$ cat config.mk
export PLATFORM = sky130hd
export DESIGN_NAME = yuv_to_rgb565_box_overlay
export DESIGN_NICKNAME = d
export VERILOG_FILES = /design/src/rtl/core/ybox_pkg.sv /design/src/rtl/core/yuv_to_rgb565_box_overlay.sv /design/src/rtl/core/ybox_regs.sv /design/src/rtl/core/ybox_raster.sv /design/src/rtl/core/ybox_hit.sv /design/src/rtl/core/ybox_csc.sv
export SDC_FILE = /design/constraint.sdc
export NUM_CORES = 1
export LEC_CHECK = 0
export ABC_AREA = 1
export BUFFER_PORTS_ARGS = -buffer_cell sky130_fd_sc_hd__buf_2
export CELL_PAD_IN_SITES_DETAIL_PLACEMENT = 2
export CELL_PAD_IN_SITES_GLOBAL_PLACEMENT = 2
export CORE_ASPECT_RATIO = 1.4
export CORE_UTILIZATION = 37
export DETAILED_ROUTE_END_ITERATION = 12
export PLACE_DENSITY_LB_ADDON = 0.1
export SYNTH_ARGS = -nofsm -noshare
export SYNTH_HDL_FRONTEND = slang
export SYNTH_HIERARCHICAL = 1
export SYNTH_SLANG_ARGS = --single-unit
export TNS_END_PERCENT = 5
$ cat constraint.sdc
create_clock -name clk -period 7.6 [get_ports clk]
set_clock_uncertainty 0.1 [all_clocks]
set_input_delay 0 -clock clk [delete_from_list [all_inputs] [get_ports clk]]
set_output_delay 0 -clock clk [all_outputs]
set_load 0.01 [all_outputs]
$ cat src/rtl/core/ybox_pkg.sv
`timescale 1ns / 1ps
`default_nettype none
// ----------------------------------------------------------------------------
// ybox_pkg
// Shared constants, register map and types for the YUV to RGB565 box overlay.
// ----------------------------------------------------------------------------
package ybox_pkg;

    localparam int DISPLAY_WIDTH  = 320;
    localparam int DISPLAY_HEIGHT = 240;
    localparam int MAX_BOXES      = 4;
    localparam int NUM_SLOTS      = 4;

    localparam int COL_W    = $clog2(DISPLAY_WIDTH);
    localparam int ROW_W    = $clog2(DISPLAY_HEIGHT);
    localparam int COORD_W  = 10;
    localparam int CORNER_W = 4 * COORD_W;

    localparam int DATA_W = 64;
    localparam int ADDR_W = 6;
    localparam int IDX_W  = 3;

    localparam logic [IDX_W-1:0] REG_BOX_COUNT  = 3'd0;
    localparam logic [IDX_W-1:0] REG_EDGE_COLOR = 3'd1;
    localparam logic [IDX_W-1:0] REG_BOX0       = 3'd2;
    localparam logic [IDX_W-1:0] REG_BOX1       = 3'd3;
    localparam logic [IDX_W-1:0] REG_BOX2       = 3'd4;
    localparam logic [IDX_W-1:0] REG_BOX3       = 3'd5;

    // BT.601 limited-range coefficients (8.8 fixed point)
    localparam logic signed [19:0] CSC_KY     = 20'sd298;
    localparam logic signed [19:0] CSC_KRV    = 20'sd409;
    localparam logic signed [19:0] CSC_KGU    = 20'sd100;
    localparam logic signed [19:0] CSC_KGV    = 20'sd208;
    localparam logic signed [19:0] CSC_KBU    = 20'sd516;
    localparam logic signed [19:0] CSC_ROUND  = 20'sd128;
    localparam logic signed [9:0]  LUMA_BLACK = 10'sd16;

    typedef struct packed {
        logic [2:0]                               box_count;
        logic [15:0]                              edge_color;
        logic [NUM_SLOTS-1:0][CORNER_W-1:0]       corners;
    } ybox_cfg_t;

endpackage : ybox_pkg
`default_nettype wire

$ cat src/rtl/core/yuv_to_rgb565_box_overlay.sv
`timescale 1ns / 1ps
`default_nettype none
// ----------------------------------------------------------------------------
// yuv_to_rgb565_box_overlay
// Pixel stream converter: YCbCr to RGB565 with up to four box outlines.
// Pipeline: input beat held in the input reg, then converted into the result reg.
// Throughput: one beat per cycle unless output stalls; CSC and box tests run in parallel.
// Reset: raster counters, cfg regs, both stage valids clear to zero; data regs do not.
// ----------------------------------------------------------------------------
module yuv_to_rgb565_box_overlay
(
    input  wire logic                        clk,
    input  wire logic                        rst_n,
    // APB
    input  wire logic                        psel,
    input  wire logic                        penable,
    input  wire logic                        pwrite,
    input  wire logic [ybox_pkg::ADDR_W-1:0] paddr,
    input  wire logic [ybox_pkg::DATA_W-1:0] pwdata,
    output logic      [ybox_pkg::DATA_W-1:0] prdata,
    output logic                             pready,
    // input stream
    input  wire logic                        s_axis_tvalid,
    output logic                             s_axis_tready,
    input  wire logic [23:0]                 s_axis_tdata,  // luma, cb_offset, cr_offset
    input  wire logic                        s_axis_tuser,  // frame_start
    // output stream
    output logic                             m_axis_tvalid,
    input  wire logic                        m_axis_tready,
    output logic      [15:0]                 m_axis_tdata,  // rgb565
    output logic                             m_axis_tuser,  // on_edge
    output logic                             m_axis_tlast   // frame_end
);
    import ybox_pkg::*;

    ybox_cfg_t          cfg;
    logic               in_accept, advance;
    logic [COL_W-1:0]   pix_col;
    logic [ROW_W-1:0]   pix_row;
    logic               pix_last;

    logic               s1_valid_reg;
    logic [7:0]         s1_luma_reg, s1_cb_reg, s1_cr_reg;
    logic [COL_W-1:0]   s1_col_reg;
    logic [ROW_W-1:0]   s1_row_reg;
    logic               s1_last_reg;

    logic               out_valid_reg;
    logic [15:0]        out_pix_reg;
    logic               out_edge_reg, out_last_reg;

    logic [15:0]        csc_pix;
    logic [MAX_BOXES-1:0] box_hit, box_en;
    logic [2:0]         n_boxes;
    logic               edge_hit;

    ybox_regs u_regs
    (
        .clk     (clk),
        .rst_n   (rst_n),
        .psel    (psel),
        .penable (penable),
        .pwrite  (pwrite),
        .paddr   (paddr),
        .pwdata  (pwdata),
        .prdata  (prdata),
        .pready  (pready),
        .cfg     (cfg)
    );

    assign advance       = !out_valid_reg || m_axis_tready;
    assign s_axis_tready = !s1_valid_reg || advance;
    assign in_accept     = s_axis_tvalid && s_axis_tready;

    ybox_raster u_raster
    (
        .clk         (clk),
        .rst_n       (rst_n),
        .accept      (in_accept),
        .frame_start (s_axis_tuser),
        .pix_col     (pix_col),
        .pix_row     (pix_row),
        .pix_last    (pix_last)
    );

    always_ff @(posedge clk or negedge rst_n)
    begin
        if (!rst_n)
            s1_valid_reg <= 1'b0;
        else if (s_axis_tready)
            s1_valid_reg <= s_axis_tvalid;
    end

    always_ff @(posedge clk)
    begin
        if (in_accept)
        begin
            s1_luma_reg <= s_axis_tdata[7:0];
            s1_cb_reg   <= s_axis_tdata[15:8];
            s1_cr_reg   <= s_axis_tdata[23:16];
            s1_col_reg  <= pix_col;
            s1_row_reg  <= pix_row;
            s1_last_reg <= pix_last;
        end
    end

    ybox_csc u_csc
    (
        .luma      (s1_luma_reg),
        .cb_offset (s1_cb_reg),
        .cr_offset (s1_cr_reg),
        .rgb565    (csc_pix)
    );

    assign n_boxes = (cfg.box_count > 3'(MAX_BOXES)) ? 3'(MAX_BOXES) : cfg.box_count;

    for (genvar i = 0; i < MAX_BOXES; i++)
    begin : g_box
        assign box_en[i] = 3'(i) < n_boxes;

        ybox_hit u_hit
        (
            .corners (cfg.corners[i]),
            .col     (s1_col_reg),
            .row     (s1_row_reg),
            .hit     (box_hit[i])
        );
    end

    assign edge_hit = |(box_hit & box_en);

    always_ff @(posedge clk or negedge rst_n)
    begin
        if (!rst_n)
            out_valid_reg <= 1'b0;
        else if (advance)
            out_valid_reg <= s1_valid_reg;
    end

    always_ff @(posedge clk)
    begin
        if (advance && s1_valid_reg)
        begin
            out_pix_reg  <= edge_hit ? cfg.edge_color : csc_pix;
            out_edge_reg <= edge_hit;
            out_last_reg <= s1_last_reg;
        end
    end

    assign m_axis_tvalid = out_valid_reg;
    assign m_axis_tdata  = out_pix_reg;
    assign m_axis_tuser  = out_edge_reg;
    assign m_axis_tlast  = out_last_reg;

    // frame end marks only the last column of the last row
    a_last_pos : assert property (@(posedge clk) disable iff (!rst_n)
        s1_valid_reg && s1_last_reg |->
            s1_col_reg == COL_W'(DISPLAY_WIDTH - 1)
            && s1_row_reg == ROW_W'(DISPLAY_HEIGHT - 1))
        else $error("frame end flagged off the last pixel");

    // a full pipe facing a stalled sink must stop taking beats
    a_full_stall : assert property (@(posedge clk) disable iff (!rst_n)
        s1_valid_reg && out_valid_reg && !m_axis_tready |-> !s_axis_tready)
        else $error("input beat taken with both stages full and output stalled");

    // a waiting stage 1 beat is never dropped
    a_s1_hold : assert property (@(posedge clk) disable iff (!rst_n)
        s1_valid_reg && !advance |=> s1_valid_reg && $stable(s1_col_reg)
            && $stable(s1_row_reg))
        else $error("stage 1 beat lost during output stall");

    // every held position stays on the display
    a_pos_range : assert property (@(posedge clk) disable iff (!rst_n)
        s1_valid_reg |-> s1_col_reg < COL_W'(DISPLAY_WIDTH)
            && s1_row_reg < ROW_W'(DISPLAY_HEIGHT))
        else $error("raster position outside the display");

endmodule : yuv_to_rgb565_box_overlay
`default_nettype wire

$ cat src/rtl/core/ybox_regs.sv
`timescale 1ns / 1ps
`default_nettype none
// ----------------------------------------------------------------------------
// ybox_regs
// APB register bank: box count, box color and four corner registers.
// ----------------------------------------------------------------------------
module ybox_regs
(
    input  wire logic                        clk,
    input  wire logic                        rst_n,
    input  wire logic                        psel,
    input  wire logic                        penable,
    input  wire logic                        pwrite,
    input  wire logic [ybox_pkg::ADDR_W-1:0] paddr,
    input  wire logic [ybox_pkg::DATA_W-1:0] pwdata,
    output logic      [ybox_pkg::DATA_W-1:0] prdata,
    output logic                             pready,
    output ybox_pkg::ybox_cfg_t              cfg
);
    import ybox_pkg::*;

    ybox_cfg_t        cfg_reg;
    logic             wr_en;
    logic [IDX_W-1:0] idx;

    assign pready = 1'b1;
    assign wr_en  = psel && penable && pwrite && pready;
    assign idx    = paddr[ADDR_W-1:3];
    assign cfg    = cfg_reg;

    always_ff @(posedge clk or negedge rst_n)
    begin
        if (!rst_n)
        begin
            cfg_reg <= '0;
        end
        else if (wr_en)
        begin
            unique case (idx)
                REG_BOX_COUNT:  cfg_reg.box_count  <= pwdata[2:0];
                REG_EDGE_COLOR: cfg_reg.edge_color <= pwdata[15:0];
                REG_BOX0:       cfg_reg.corners[0] <= pwdata[CORNER_W-1:0];
                REG_BOX1:       cfg_reg.corners[1] <= pwdata[CORNER_W-1:0];
                REG_BOX2:       cfg_reg.corners[2] <= pwdata[CORNER_W-1:0];
                REG_BOX3:       cfg_reg.corners[3] <= pwdata[CORNER_W-1:0];
                default:        ;
            endcase
        end
    end

    always_comb
    begin
        unique case (idx)
            REG_BOX_COUNT:  prdata = DATA_W'(cfg_reg.box_count);
            REG_EDGE_COLOR: prdata = DATA_W'(cfg_reg.edge_color);
            REG_BOX0:       prdata = DATA_W'(cfg_reg.corners[0]);
            REG_BOX1:       prdata = DATA_W'(cfg_reg.corners[1]);
            REG_BOX2:       prdata = DATA_W'(cfg_reg.corners[2]);
            REG_BOX3:       prdata = DATA_W'(cfg_reg.corners[3]);
            default:        prdata = '0;
        endcase
    end

endmodule : ybox_regs
`default_nettype wire

$ cat src/rtl/core/ybox_raster.sv
`timescale 1ns / 1ps
`default_nettype none
// ----------------------------------------------------------------------------
// ybox_raster
// Column/row raster counters; gives the position of each accepted beat.
// ----------------------------------------------------------------------------
module ybox_raster
(
    input  wire logic                       clk,
    input  wire logic                       rst_n,
    input  wire logic                       accept,
    input  wire logic                       frame_start,
    output logic      [ybox_pkg::COL_W-1:0] pix_col,
    output logic      [ybox_pkg::ROW_W-1:0] pix_row,
    output logic                            pix_last
);
    import ybox_pkg::*;

    localparam logic [COL_W-1:0] COL_LAST = COL_W'(DISPLAY_WIDTH - 1);
    localparam logic [ROW_W-1:0] ROW_LAST = ROW_W'(DISPLAY_HEIGHT - 1);

    logic [COL_W-1:0] col_reg, col_next;
    logic [ROW_W-1:0] row_reg, row_next;

    assign pix_col  = frame_start ? '0 : col_reg;
    assign pix_row  = frame_start ? '0 : row_reg;
    assign pix_last = (pix_col == COL_LAST) && (pix_row == ROW_LAST);

    always_comb
    begin
        if (pix_col >= COL_LAST)
        begin
            col_next = '0;
            row_next = (pix_row >= ROW_LAST) ? '0 : pix_row + 1'b1;
        end
        else
        begin
            col_next = pix_col + 1'b1;
            row_next = pix_row;
        end
    end

    always_ff @(posedge clk or negedge rst_n)
    begin
        if (!rst_n)
        begin
            col_reg <= '0;
            row_reg <= '0;
        end
        else if (accept)
        begin
            col_reg <= col_next;
            row_reg <= row_next;
        end
    end

endmodule : ybox_raster
`default_nettype wire

$ cat src/rtl/core/ybox_hit.sv
`timescale 1ns / 1ps
`default_nettype none
// ----------------------------------------------------------------------------
// ybox_hit
// Edge-band test of one box: 3-pixel frame, far corner clamped to display.
// ----------------------------------------------------------------------------
module ybox_hit
(
    input  wire logic [ybox_pkg::CORNER_W-1:0] corners,
    input  wire logic [ybox_pkg::COL_W-1:0]    col,
    input  wire logic [ybox_pkg::ROW_W-1:0]    row,
    output logic                               hit
);
    import ybox_pkg::*;

    localparam int CMP_W = COORD_W + 1;
    localparam logic [COORD_W-1:0] X_LIMIT = COORD_W'(DISPLAY_WIDTH);
    localparam logic [COORD_W-1:0] Y_LIMIT = COORD_W'(DISPLAY_HEIGHT);
    localparam logic [COORD_W-1:0] X_LAST  = COORD_W'(DISPLAY_WIDTH - 1);
    localparam logic [COORD_W-1:0] Y_LAST  = COORD_W'(DISPLAY_HEIGHT - 1);
    localparam logic [CMP_W-1:0]   BAND    = CMP_W'(2);

    logic [COORD_W-1:0] x0, y0, x1, y1, x1c, y1c;
    logic [CMP_W-1:0]   x0e, y0e, x1e, y1e, c, r, c2, r2, x0p2, y0p2;
    logic               on_h, on_v, in_x, in_y;

    assign x0  = corners[COORD_W-1:0];
    assign y0  = corners[2*COORD_W-1:COORD_W];
    assign x1  = corners[3*COORD_W-1:2*COORD_W];
    assign y1  = corners[4*COORD_W-1:3*COORD_W];
    assign x1c = (x1 >= X_LIMIT) ? X_LAST : x1;
    assign y1c = (y1 >= Y_LIMIT) ? Y_LAST : y1;

    assign x0e  = {1'b0, x0};
    assign y0e  = {1'b0, y0};
    assign x1e  = {1'b0, x1c};
    assign y1e  = {1'b0, y1c};
    assign c    = CMP_W'(col);
    assign r    = CMP_W'(row);
    assign c2   = c + BAND;
    assign r2   = r + BAND;
    assign x0p2 = x0e + BAND;
    assign y0p2 = y0e + BAND;

    // near edge: v in [lo, lo+2]; far edge: v in [hi-2, hi] as v+2 >= hi
    assign on_h = (r >= y0e && r <= y0p2) || (r2 >= y1e && r <= y1e);
    assign on_v = (c >= x0e && c <= x0p2) || (c2 >= x1e && c <= x1e);
    assign in_x = (c >= x0e) && (c <= x1e);
    assign in_y = (r >= y0e) && (r <= y1e);
    assign hit  = (on_h && in_x) || (on_v && in_y);

endmodule : ybox_hit
`default_nettype wire

$ cat src/rtl/core/ybox_csc.sv
`timescale 1ns / 1ps
`default_nettype none
// ----------------------------------------------------------------------------
// ybox_csc
// BT.601 limited-range YCbCr to RGB with 0..255 clamp, packed to RGB565.
// ----------------------------------------------------------------------------
module ybox_csc
(
    input  wire logic [7:0]  luma,
    input  wire logic [7:0]  cb_offset,
    input  wire logic [7:0]  cr_offset,
    output logic      [15:0] rgb565
);
    import ybox_pkg::*;

    function automatic logic [7:0] clamp8(input logic signed [19:0] s);
        logic [7:0] res;
        if (s[19])
            res = 8'd0;
        else if (|s[18:16])
            res = 8'hFF;
        else
            res = s[15:8];
        return res;
    endfunction

    logic signed [9:0]  yy;
    logic signed [19:0] yy_x, u_x, v_x;
    logic signed [19:0] prod_y, prod_rv, prod_gu, prod_gv, prod_bu;
    logic signed [19:0] sum_r, sum_g, sum_b;
    logic        [7:0]  red, grn, blu;

    assign yy   = $signed({2'b00, luma}) - LUMA_BLACK;
    assign yy_x = $signed({{10{yy[9]}}, yy});
    assign u_x  = $signed({{12{cb_offset[7]}}, cb_offset});
    assign v_x  = $signed({{12{cr_offset[7]}}, cr_offset});

    assign prod_y  = yy_x * CSC_KY;
    assign prod_rv = v_x * CSC_KRV;
    assign prod_gu = u_x * CSC_KGU;
    assign prod_gv = v_x * CSC_KGV;
    assign prod_bu = u_x * CSC_KBU;

    assign sum_r = prod_y + prod_rv + CSC_ROUND;
    assign sum_g = prod_y - prod_gu - prod_gv + CSC_ROUND;
    assign sum_b = prod_y + prod_bu + CSC_ROUND;

    assign red = clamp8(sum_r);
    assign grn = clamp8(sum_g);
    assign blu = clamp8(sum_b);

    assign rgb565 = {red[7:3], grn[7:2], blu[7:3]};

endmodule : ybox_csc
`default_nettype wire

==> results_tabular.tex, run 1 <==
\begin{tabular}{lr}
\hline
Metric & Value \\
\hline
\multicolumn{2}{l}{\textbf{Outcome}} \\
\quad Run status & finished clean \\
\multicolumn{2}{l}{\textbf{Critical path}} \\
\quad Critical path arrival & 7550 ps \\
\quad Number of buffer and inverter stages on the critical path & 7 \\
\quad Biggest fanout along the worst timing path & 5 \\
\quad Most frequent cell on the critical path & sky130\_fd\_sc\_hd\_\_nand2\_1 \\
\quad Cell type group with the largest total delay on the critical path & adder cells \\
\quad Critical Path Slowest Stage Cell & sky130\_fd\_sc\_hd\_\_fa\_1 \\
\quad Required time of the critical path & 7830 ps \\
\quad Nature of the critical path startpoint & flop \\
\quad Type of the worst setup path & reg -> reg \\
\quad Maximum cell stage delay along the critical path & 540 ps \\
\quad Endpoint class of the critical path & flop \\
\multicolumn{2}{l}{\textbf{Floorplanning}} \\
\quad I/O pin count & 187 \\
\quad Initial Util & 37.4\% \\
\quad Die outline area & 79600 sq um \\
\quad Number of rows in the core area & 121 \\
\quad Vertical extent of the die & 333 um \\
\quad CORE AREA & 77700 sq um \\
\quad Horiz. Die Dim & 239 um \\
\multicolumn{2}{l}{\textbf{Global routing}} \\
\quad GR Overflow Total & 0 \\
\quad Global-route wire length before repair & 172 mm \\
\quad GRT Util Overall & 27.9\% \\
\quad Antenna violations before repair & 3 \\
\quad Vias in the first global route & 31039 \\
\quad Pin count of the biggest net entering global routing & 92 \\
\multicolumn{2}{l}{\textbf{Clock tree}} \\
\quad Cell chosen for the clock root & sky130\_fd\_sc\_hd\_\_clkbuf\_16 \\
\quad H-tree Lvls & 2 \\
\quad Clock latency on the worst-skew pair & 590 ps \\
\quad Clock-pin slew reported for the worst setup and hold paths after clock tree synthesis & 60 ps \\
\quad Max clock buf depth & 3 \\
\quad Number of buffers inserted during clock tree synthesis & 34 \\
\quad Clock sinks & 258 \\
\quad TritonCTS clock tree & built \\
\multicolumn{2}{l}{\textbf{STA}} \\
\quad Headroom to the max-slew limit & 20.2\% \\
\quad Period minus WS final & 7320 ps \\
\quad Max-slew violations & 0 \\
\quad Number of endpoints failing setup at the final stage & 0 \\
\quad Peak Freq & 0.137 GHz \\
\quad Period Utilization, post-route & 96.4\% \\
\quad Transition at the pin with the smallest max-transition slack & 1190 ps \\
\quad Number of failing hold endpoints at the final stage & 0 \\
\quad Setup TNS after final layout & 0 ps \\
\quad Smallest setup slack after layout & 276 ps \\
\multicolumn{2}{l}{\textbf{Place}} \\
\quad Placement Cell Area & 30900 sq um \\
\quad Weighted congestion reported at the end of routability-driven placement & 0.827 \\
\quad HPWL reported at the end of detailed placement & 87.0 mm \\
\quad Number of port buffers & 134 \\
\quad Count of placed standard cells including taps & 5101 \\
\quad Placement Setup Slack & -149 ps \\
\multicolumn{2}{l}{\textbf{Layout}} \\
\quad Fraction of final layout cells sized beyond drive strength 1 & 9.69\% \\
\quad Utilization after layout & 42.3\% \\
\quad Area overhead of the layout relative to synthesis & 13.2\% \\
\quad Max FFs per register & 179 \\
\quad Most common cell after layout, fill and taps aside & sky130\_fd\_sc\_hd\_\_nand2\_1 \\
\quad Cell area after layout & 32900 sq um \\
\quad Net count reported at finish & 4849 \\
\quad Commonest cells after routing, fill and taps aside & sky130\_fd\_sc\_hd\_\_nand2\_1 (885), sky130\_fd\_sc\_hd\_\_inv\_1 (607), sky130\_fd\_sc\_hd\_\_ha\_1 (508) \\
\quad Cell Count, Final, Fillers Out & 5237 \\
\quad Number of filler instances in the final layout & 9267 \\
\multicolumn{2}{l}{\textbf{Power and ir drop}} \\
\quad Static leakage & 17.6 nW \\
\quad Pwr Density & 454 nW/um\^{}2 \\
\quad VDD IR-drop max & 0.000455 V \\
\multicolumn{2}{l}{\textbf{Yosys}} \\
\quad Yosys Warn Count & 6 \\
\quad Share of flip-flops with an asynchronous set or reset & 76.7\% \\
\quad Area fraction of the dominant cell type after synthesis & 22.1\% \\
\quad Post-synthesis register bit count & 258 \\
\quad Sequential fraction of the synthesis area & 23.3\% \\
\quad Largest cells by area after synthesis & sky130\_fd\_sc\_hd\_\_ha\_1 (22\%), sky130\_fd\_sc\_hd\_\_dfrtp\_1 (17\%), sky130\_fd\_sc\_hd\_\_nand2\_1 (11\%) \\
\quad Number of enable-type register cells in the synthesized netlist & 60 \\
\quad Synth Flop Type & sky130\_fd\_sc\_hd\_\_dfrtp\_1 \\
\quad Combined area of all synthesized cells & 29000 sq um \\
\quad Count of different cell masters after synthesis & 56 \\
\quad Number of instances in the synthesized netlist & 3949 \\
\quad Mean post-synth cell area & 7.35 sq um \\
\quad Largest area contributor in the netlist & sky130\_fd\_sc\_hd\_\_ha\_1 \\
\multicolumn{2}{l}{\textbf{Hold path}} \\
\quad Class of the most critical hold timing path & in -> reg \\
\multicolumn{2}{l}{\textbf{Route}} \\
\quad Starting DRT DRC Count & 890 \\
\quad Number of vias in the routed layout & 27682 \\
\quad Post-detailed-route count of antenna-violating nets & 0 \\
\quad Drt first pass iters & 5 \\
\quad Mean routed wirelength per cell & 21.1 um \\
\quad \# DRC & 0 \\
\quad Aggregate routed wire length & 111 mm \\
\quad Detail-routed via count per cell & 5.29 \\
\multicolumn{2}{l}{\textbf{Run}} \\
\quad Max-cap check violation count & 0 \\
\hline
\end{tabular}
==> synth_stat cells, types with 5 or more instances <==
library cell	instances
sky130_fd_sc_hd__inv_1	612
sky130_fd_sc_hd__o21ai_2	7
sky130_fd_sc_hd__nand3_1	244
sky130_fd_sc_hd__dfrtp_1	198
sky130_fd_sc_hd__ha_1	513
sky130_fd_sc_hd__clkinv_1	7
sky130_fd_sc_hd__nor2_2	10
sky130_fd_sc_hd__buf_4	32
sky130_fd_sc_hd__o21ai_0	189
sky130_fd_sc_hd__edfxtp_1	60
sky130_fd_sc_hd__xnor2_1	34
sky130_fd_sc_hd__xor2_1	110
sky130_fd_sc_hd__nor4_1	14
sky130_fd_sc_hd__nand3_2	11
sky130_fd_sc_hd__a21o_1	8
sky130_fd_sc_hd__nor3_1	20
sky130_fd_sc_hd__a21oi_1	180
sky130_fd_sc_hd__nand2_1	887
sky130_fd_sc_hd__inv_2	55
sky130_fd_sc_hd__conb_1	6
sky130_fd_sc_hd__o21ai_1	48
sky130_fd_sc_hd__buf_1	5
sky130_fd_sc_hd__buf_2	28
sky130_fd_sc_hd__nand2_2	23
sky130_fd_sc_hd__nor3_2	11
sky130_fd_sc_hd__a21boi_1	5
sky130_fd_sc_hd__fa_1	67
sky130_fd_sc_hd__nor2_4	5
sky130_fd_sc_hd__o21bai_1	9
sky130_fd_sc_hd__o31ai_1	9
sky130_fd_sc_hd__nand4_1	74
sky130_fd_sc_hd__clkbuf_1	34
sky130_fd_sc_hd__nor2_1	346
sky130_fd_sc_hd__o211ai_1	21
sky130_fd_sc_hd__nand3b_1	13
==> area by class of cell <==
cell class / count / area (sq um) / area share [%]
repair buffers: 256 / 1780 / 5.41
multi-input cells: 2943 / 19400 / 59.1
well taps: 1045 / 1310 / 3.98
clock buffers: 46 / 927 / 2.82
diodes: 2 / 5.00 / 0.0152
flip-flops and latches: 258 / 6760 / 20.6
inverters: 674 / 2530 / 7.70
clock inverters: 13 / 121 / 0.369
==> where the power goes <==
group	leakage [nW]	internal, mW	switching (mW)
clock network	0.511	0.899	0.707
logic	14.0	3.97	7.26
registers	3.06	1.75	0.314
total	17.6	6.62	8.28
==> layer usage <==
metal	part of all wire, %	global-route usage, %	wire length, um	up-vias
met5	0.012	0	13	-
met3	2.4	2.67	2620	164
met2	56	56.5	62100	370
met1	37	28.6	41500	13963
li1	-	-	-	13183
met4	4.0	10.9	4430	2
==> repair_timing <==
item / CTS / global route
hold endpoints to repair: 323 / 0
pin swaps: 1 / 11
buffers inserted: 0 / 3
cloned: 0 / 0
hold buffers: 72 / 0
gates resized for setup: 7 / 16
endpoints found under the setup margin: 5 / 5
==> cell families (layout without fill, tap and decap cells) <==
group	Yosys count	in the layout	share of synthesized area, %
AOI/OAI and AO/OA	500	500	9.51
xor gates and xnor gates	145	145	4.44
adders and majority gates	580	580	26.7
buffers and inverters	775	989	10.6
DFF	258	258	23.3
other	6	35	0.0776
and+or+nand+nor	1685	1685	25.4
==> metrics by stage <==
step | hold slack, ps | total power, mW
3_5_place_dp | -4.23 | 13.3
5_1_grt | 42.4 | 16.5
4_1_cts | 5.68 | 15.1
6_report | 40.4 | 14.9
3_3_place_gp | -5.46 | 12.8
2_1_floorplan | -396 | 9.83
==> worst paths after layout <==
check | from | slack [ps] | depth (start not counted) | endpoint
min in group asynchronous | rst_n | 480 | 3 | u_regs/cfg[76]$_DFFE_PN0P_
worst min register to register | u_regs/cfg[30]$_DFFE_PN0P_ | 400 | 2 | u_regs/cfg[30]$_DFFE_PN0P_
max in group asynchronous | rst_n | 5460 | 4 | u_regs/cfg[129]$_DFFE_PN0P_
worst min-delay path | s_axis_tdata[23] | 40 | 2 | s1_cr_reg[7]$_DFFE_PP_
worst max register to register | s1_luma_reg[6]$_DFFE_PP_ | 280 | 35 | m_axis_tdata[14]$_DFFE_PP_
worst max-delay path | s1_luma_reg[6]$_DFFE_PP_ | 280 | 35 | m_axis_tdata[14]$_DFFE_PP_
(Power assumes the default switching activity.)
==> inputs of run 2 (changes only) <==
==> constraint.sdc (replaced) <==
create_clock -name clk -period 7.6 [get_ports clk]
set_clock_uncertainty 0.1 [all_clocks]
set_input_delay 0 -clock clk [delete_from_list [all_inputs] [get_ports clk]]
set_output_delay 0 -clock clk [all_outputs]
set_load 0.1 [all_outputs]
==> run 2 against run 1 <==
Global-route usage rose by 0.28 points. Routed wire length rose by 0.57%. Register-to-register slack barely moved. Design area rose by 0.45%. Maximum frequency barely moved. Largest power group unchanged.
==> results_tabular.tex, run 2 (synthesis results as in run 1) <==
\begin{tabular}{lr}
\hline
Metric & Value \\
\hline
\multicolumn{2}{l}{\textbf{Critical path}} \\
\quad Biggest fanout along the worst timing path & 5 \\
\quad Nature of the critical path startpoint & flop \\
\quad Type of the worst setup path & reg -> reg \\
\quad Endpoint class of the critical path & flop \\
\quad Most frequent cell on the critical path & sky130\_fd\_sc\_hd\_\_nand2\_1 \\
\quad Critical Path Slowest Stage Cell & sky130\_fd\_sc\_hd\_\_fa\_1 \\
\quad Critical path arrival & 7550 ps \\
\quad Maximum cell stage delay along the critical path & 530 ps \\
\quad Required time of the critical path & 7820 ps \\
\multicolumn{2}{l}{\textbf{Global routing}} \\
\quad Pin count of the biggest net entering global routing & 67 \\
\quad Vias in the first global route & 31230 \\
\quad Antenna violations before repair & 2 \\
\quad GR Overflow Total & 0 \\
\quad GRT Util Overall & 28.2\% \\
\quad Global-route wire length before repair & 174 mm \\
\multicolumn{2}{l}{\textbf{Power and ir drop}} \\
\quad Pwr Density & 479 nW/um\^{}2 \\
\quad VDD IR-drop max & 0.000489 V \\
\quad Static leakage & 17.6 nW \\
\multicolumn{2}{l}{\textbf{Layout}} \\
\quad Cell area after layout & 33000 sq um \\
\quad Area overhead of the layout relative to synthesis & 13.7\% \\
\quad Max FFs per register & 179 \\
\quad Cell Count, Final, Fillers Out & 5241 \\
\quad Commonest cells after routing, fill and taps aside & sky130\_fd\_sc\_hd\_\_nand2\_1 (881), sky130\_fd\_sc\_hd\_\_inv\_1 (602), sky130\_fd\_sc\_hd\_\_ha\_1 (505) \\
\quad Most common cell after layout, fill and taps aside & sky130\_fd\_sc\_hd\_\_nand2\_1 \\
\quad Net count reported at finish & 4853 \\
\quad Fraction of final layout cells sized beyond drive strength 1 & 10.3\% \\
\multicolumn{2}{l}{\textbf{Place}} \\
\quad Weighted congestion reported at the end of routability-driven placement & 0.819 \\
\quad HPWL reported at the end of detailed placement & 86.6 mm \\
\quad Placement Cell Area & 31000 sq um \\
\quad Number of port buffers & 134 \\
\quad Count of placed standard cells including taps & 5104 \\
\quad Placement Setup Slack & -24.3 ps \\
\multicolumn{2}{l}{\textbf{Floorplanning}} \\
\quad Vertical extent of the die & 333 um \\
\quad Initial Util & 37.4\% \\
\quad Horiz. Die Dim & 239 um \\
\quad Die outline area & 79600 sq um \\
\quad CORE AREA & 77700 sq um \\
\quad I/O pin count & 187 \\
\quad Number of rows in the core area & 121 \\
\multicolumn{2}{l}{\textbf{Route}} \\
\quad Starting DRT DRC Count & 870 \\
\quad Drt first pass iters & 5 \\
\quad Number of vias in the routed layout & 27603 \\
\quad Detail-routed via count per cell & 5.27 \\
\quad Aggregate routed wire length & 111 mm \\
\quad \# DRC & 0 \\
\quad Mean routed wirelength per cell & 21.2 um \\
\quad Post-detailed-route count of antenna-violating nets & 0 \\
\multicolumn{2}{l}{\textbf{STA}} \\
\quad Number of failing hold endpoints at the final stage & 0 \\
\quad Max-slew violations & 0 \\
\quad Period Utilization, post-route & 96.4\% \\
\quad Number of endpoints failing setup at the final stage & 0 \\
\quad Smallest setup slack after layout & 277 ps \\
\quad Peak Freq & 0.137 GHz \\
\quad Period minus WS final & 7320 ps \\
\quad Transition at the pin with the smallest max-transition slack & 1190 ps \\
\quad Headroom to the max-slew limit & 20.6\% \\
\multicolumn{2}{l}{\textbf{Clock tree}} \\
\quad TritonCTS clock tree & built \\
\quad Number of buffers inserted during clock tree synthesis & 34 \\
\quad H-tree Lvls & 2 \\
\quad Max clock buf depth & 3 \\
\quad Clock latency on the worst-skew pair & 570 ps \\
\quad Clock sinks & 258 \\
\quad Cell chosen for the clock root & sky130\_fd\_sc\_hd\_\_clkbuf\_16 \\
\quad Clock-pin slew reported for the worst setup and hold paths after clock tree synthesis & 60 ps \\
\multicolumn{2}{l}{\textbf{Hold path}} \\
\quad Class of the most critical hold timing path & in -> reg \\
\multicolumn{2}{l}{\textbf{Outcome}} \\
\quad Run status & finished clean \\
\multicolumn{2}{l}{\textbf{Run}} \\
\quad Max-cap check violation count & 0 \\
\hline
\end{tabular}
## run 2: final timing paths
| kind | cells after the start | from | slack [ps] | endpoint |
|---|---|---|---|---|
| setup / recovery | 36 | s1_luma_reg[4]$_DFFE_PP_ | 280 | m_axis_tdata[13]$_DFFE_PP_ |
| hold / removal | 2 | s_axis_tdata[22] | 50 | s1_cr_reg[6]$_DFFE_PP_ |
| setup reg to reg | 36 | s1_luma_reg[4]$_DFFE_PP_ | 280 | m_axis_tdata[13]$_DFFE_PP_ |
| hold reg to reg | 0 | s1_last_reg$_DFFE_PP_ | 360 | m_axis_tlast$_DFFE_PP_ |
| max in group asynchronous | 4 | rst_n | 5700 | u_regs/cfg[94]$_DFFE_PN0P_ |
| min in group asynchronous | 3 | rst_n | 410 | u_regs/cfg[117]$_DFFE_PN0P_ |
## run 2: what timing repair did
item / CTS / global route
buffers inserted: 0 / 4
pin swaps: 1 / 22
hold endpoints to repair: 296 / 0
resized for setup: 2 / 37
hold buffers: 72 / 0
setup endpoints to repair: 2 / 5
## run 2: report_power, final
group / internal (mW) / leakage, nW / switching, mW / total, mW
registers: 1.75 / 3.06 / 0.319 / 2.07
clock network: 0.949 / 0.538 / 0.720 / 1.67
logic: 4.16 / 14.0 / 7.90 / 12.1
## run 2: critical path: cells and delay by family (launching register included)
family / cells / cell delay [ps]
AO/OA/AOI/OAI: 1 / 60
buffers and inverters: 9 / 650
flip-flops: 1 / 440
AND/OR/NAND/NOR: 12 / 980
adder cells (fa/ha/maj): 12 / 4570
XOR/XNOR: 2 / 260
## run 2: final cells by class
class / instances / area (sq um)
inverter: 674 / 2530
multi-input combinational: 2943 / 19500
clock buffer: 45 / 975
clock inverter: 15 / 136
antenna: 1 / 2.50
tap: 1045 / 1310
sequential: 258 / 6760
timing repair buffer: 260 / 1820
fill: 9220 / 44700
## run 2: layer usage
layer	up-vias	part of all wire, %	global-route usage, %
met5	-	0.0072	0
met4	2	4.0	10.9
met3	179	1.9	2.37
met2	331	56	56.6
met1	13926	38	29.5
li1	13165	-	-
## run 2: stage by stage
step	util, %	TNS, ps	total power, mW	hold WS (ps)
2_1_floorplan	-	0	10.4	-396
3_3_place_gp	39.9	0	13.4	-18.4
3_5_place_dp	39.9	-24.3	13.8	-22.0
4_1_cts	42.3	0	15.6	4.86
5_1_grt	42.5	-258	17.5	31.0
6_report	42.5	0	15.8	47.3
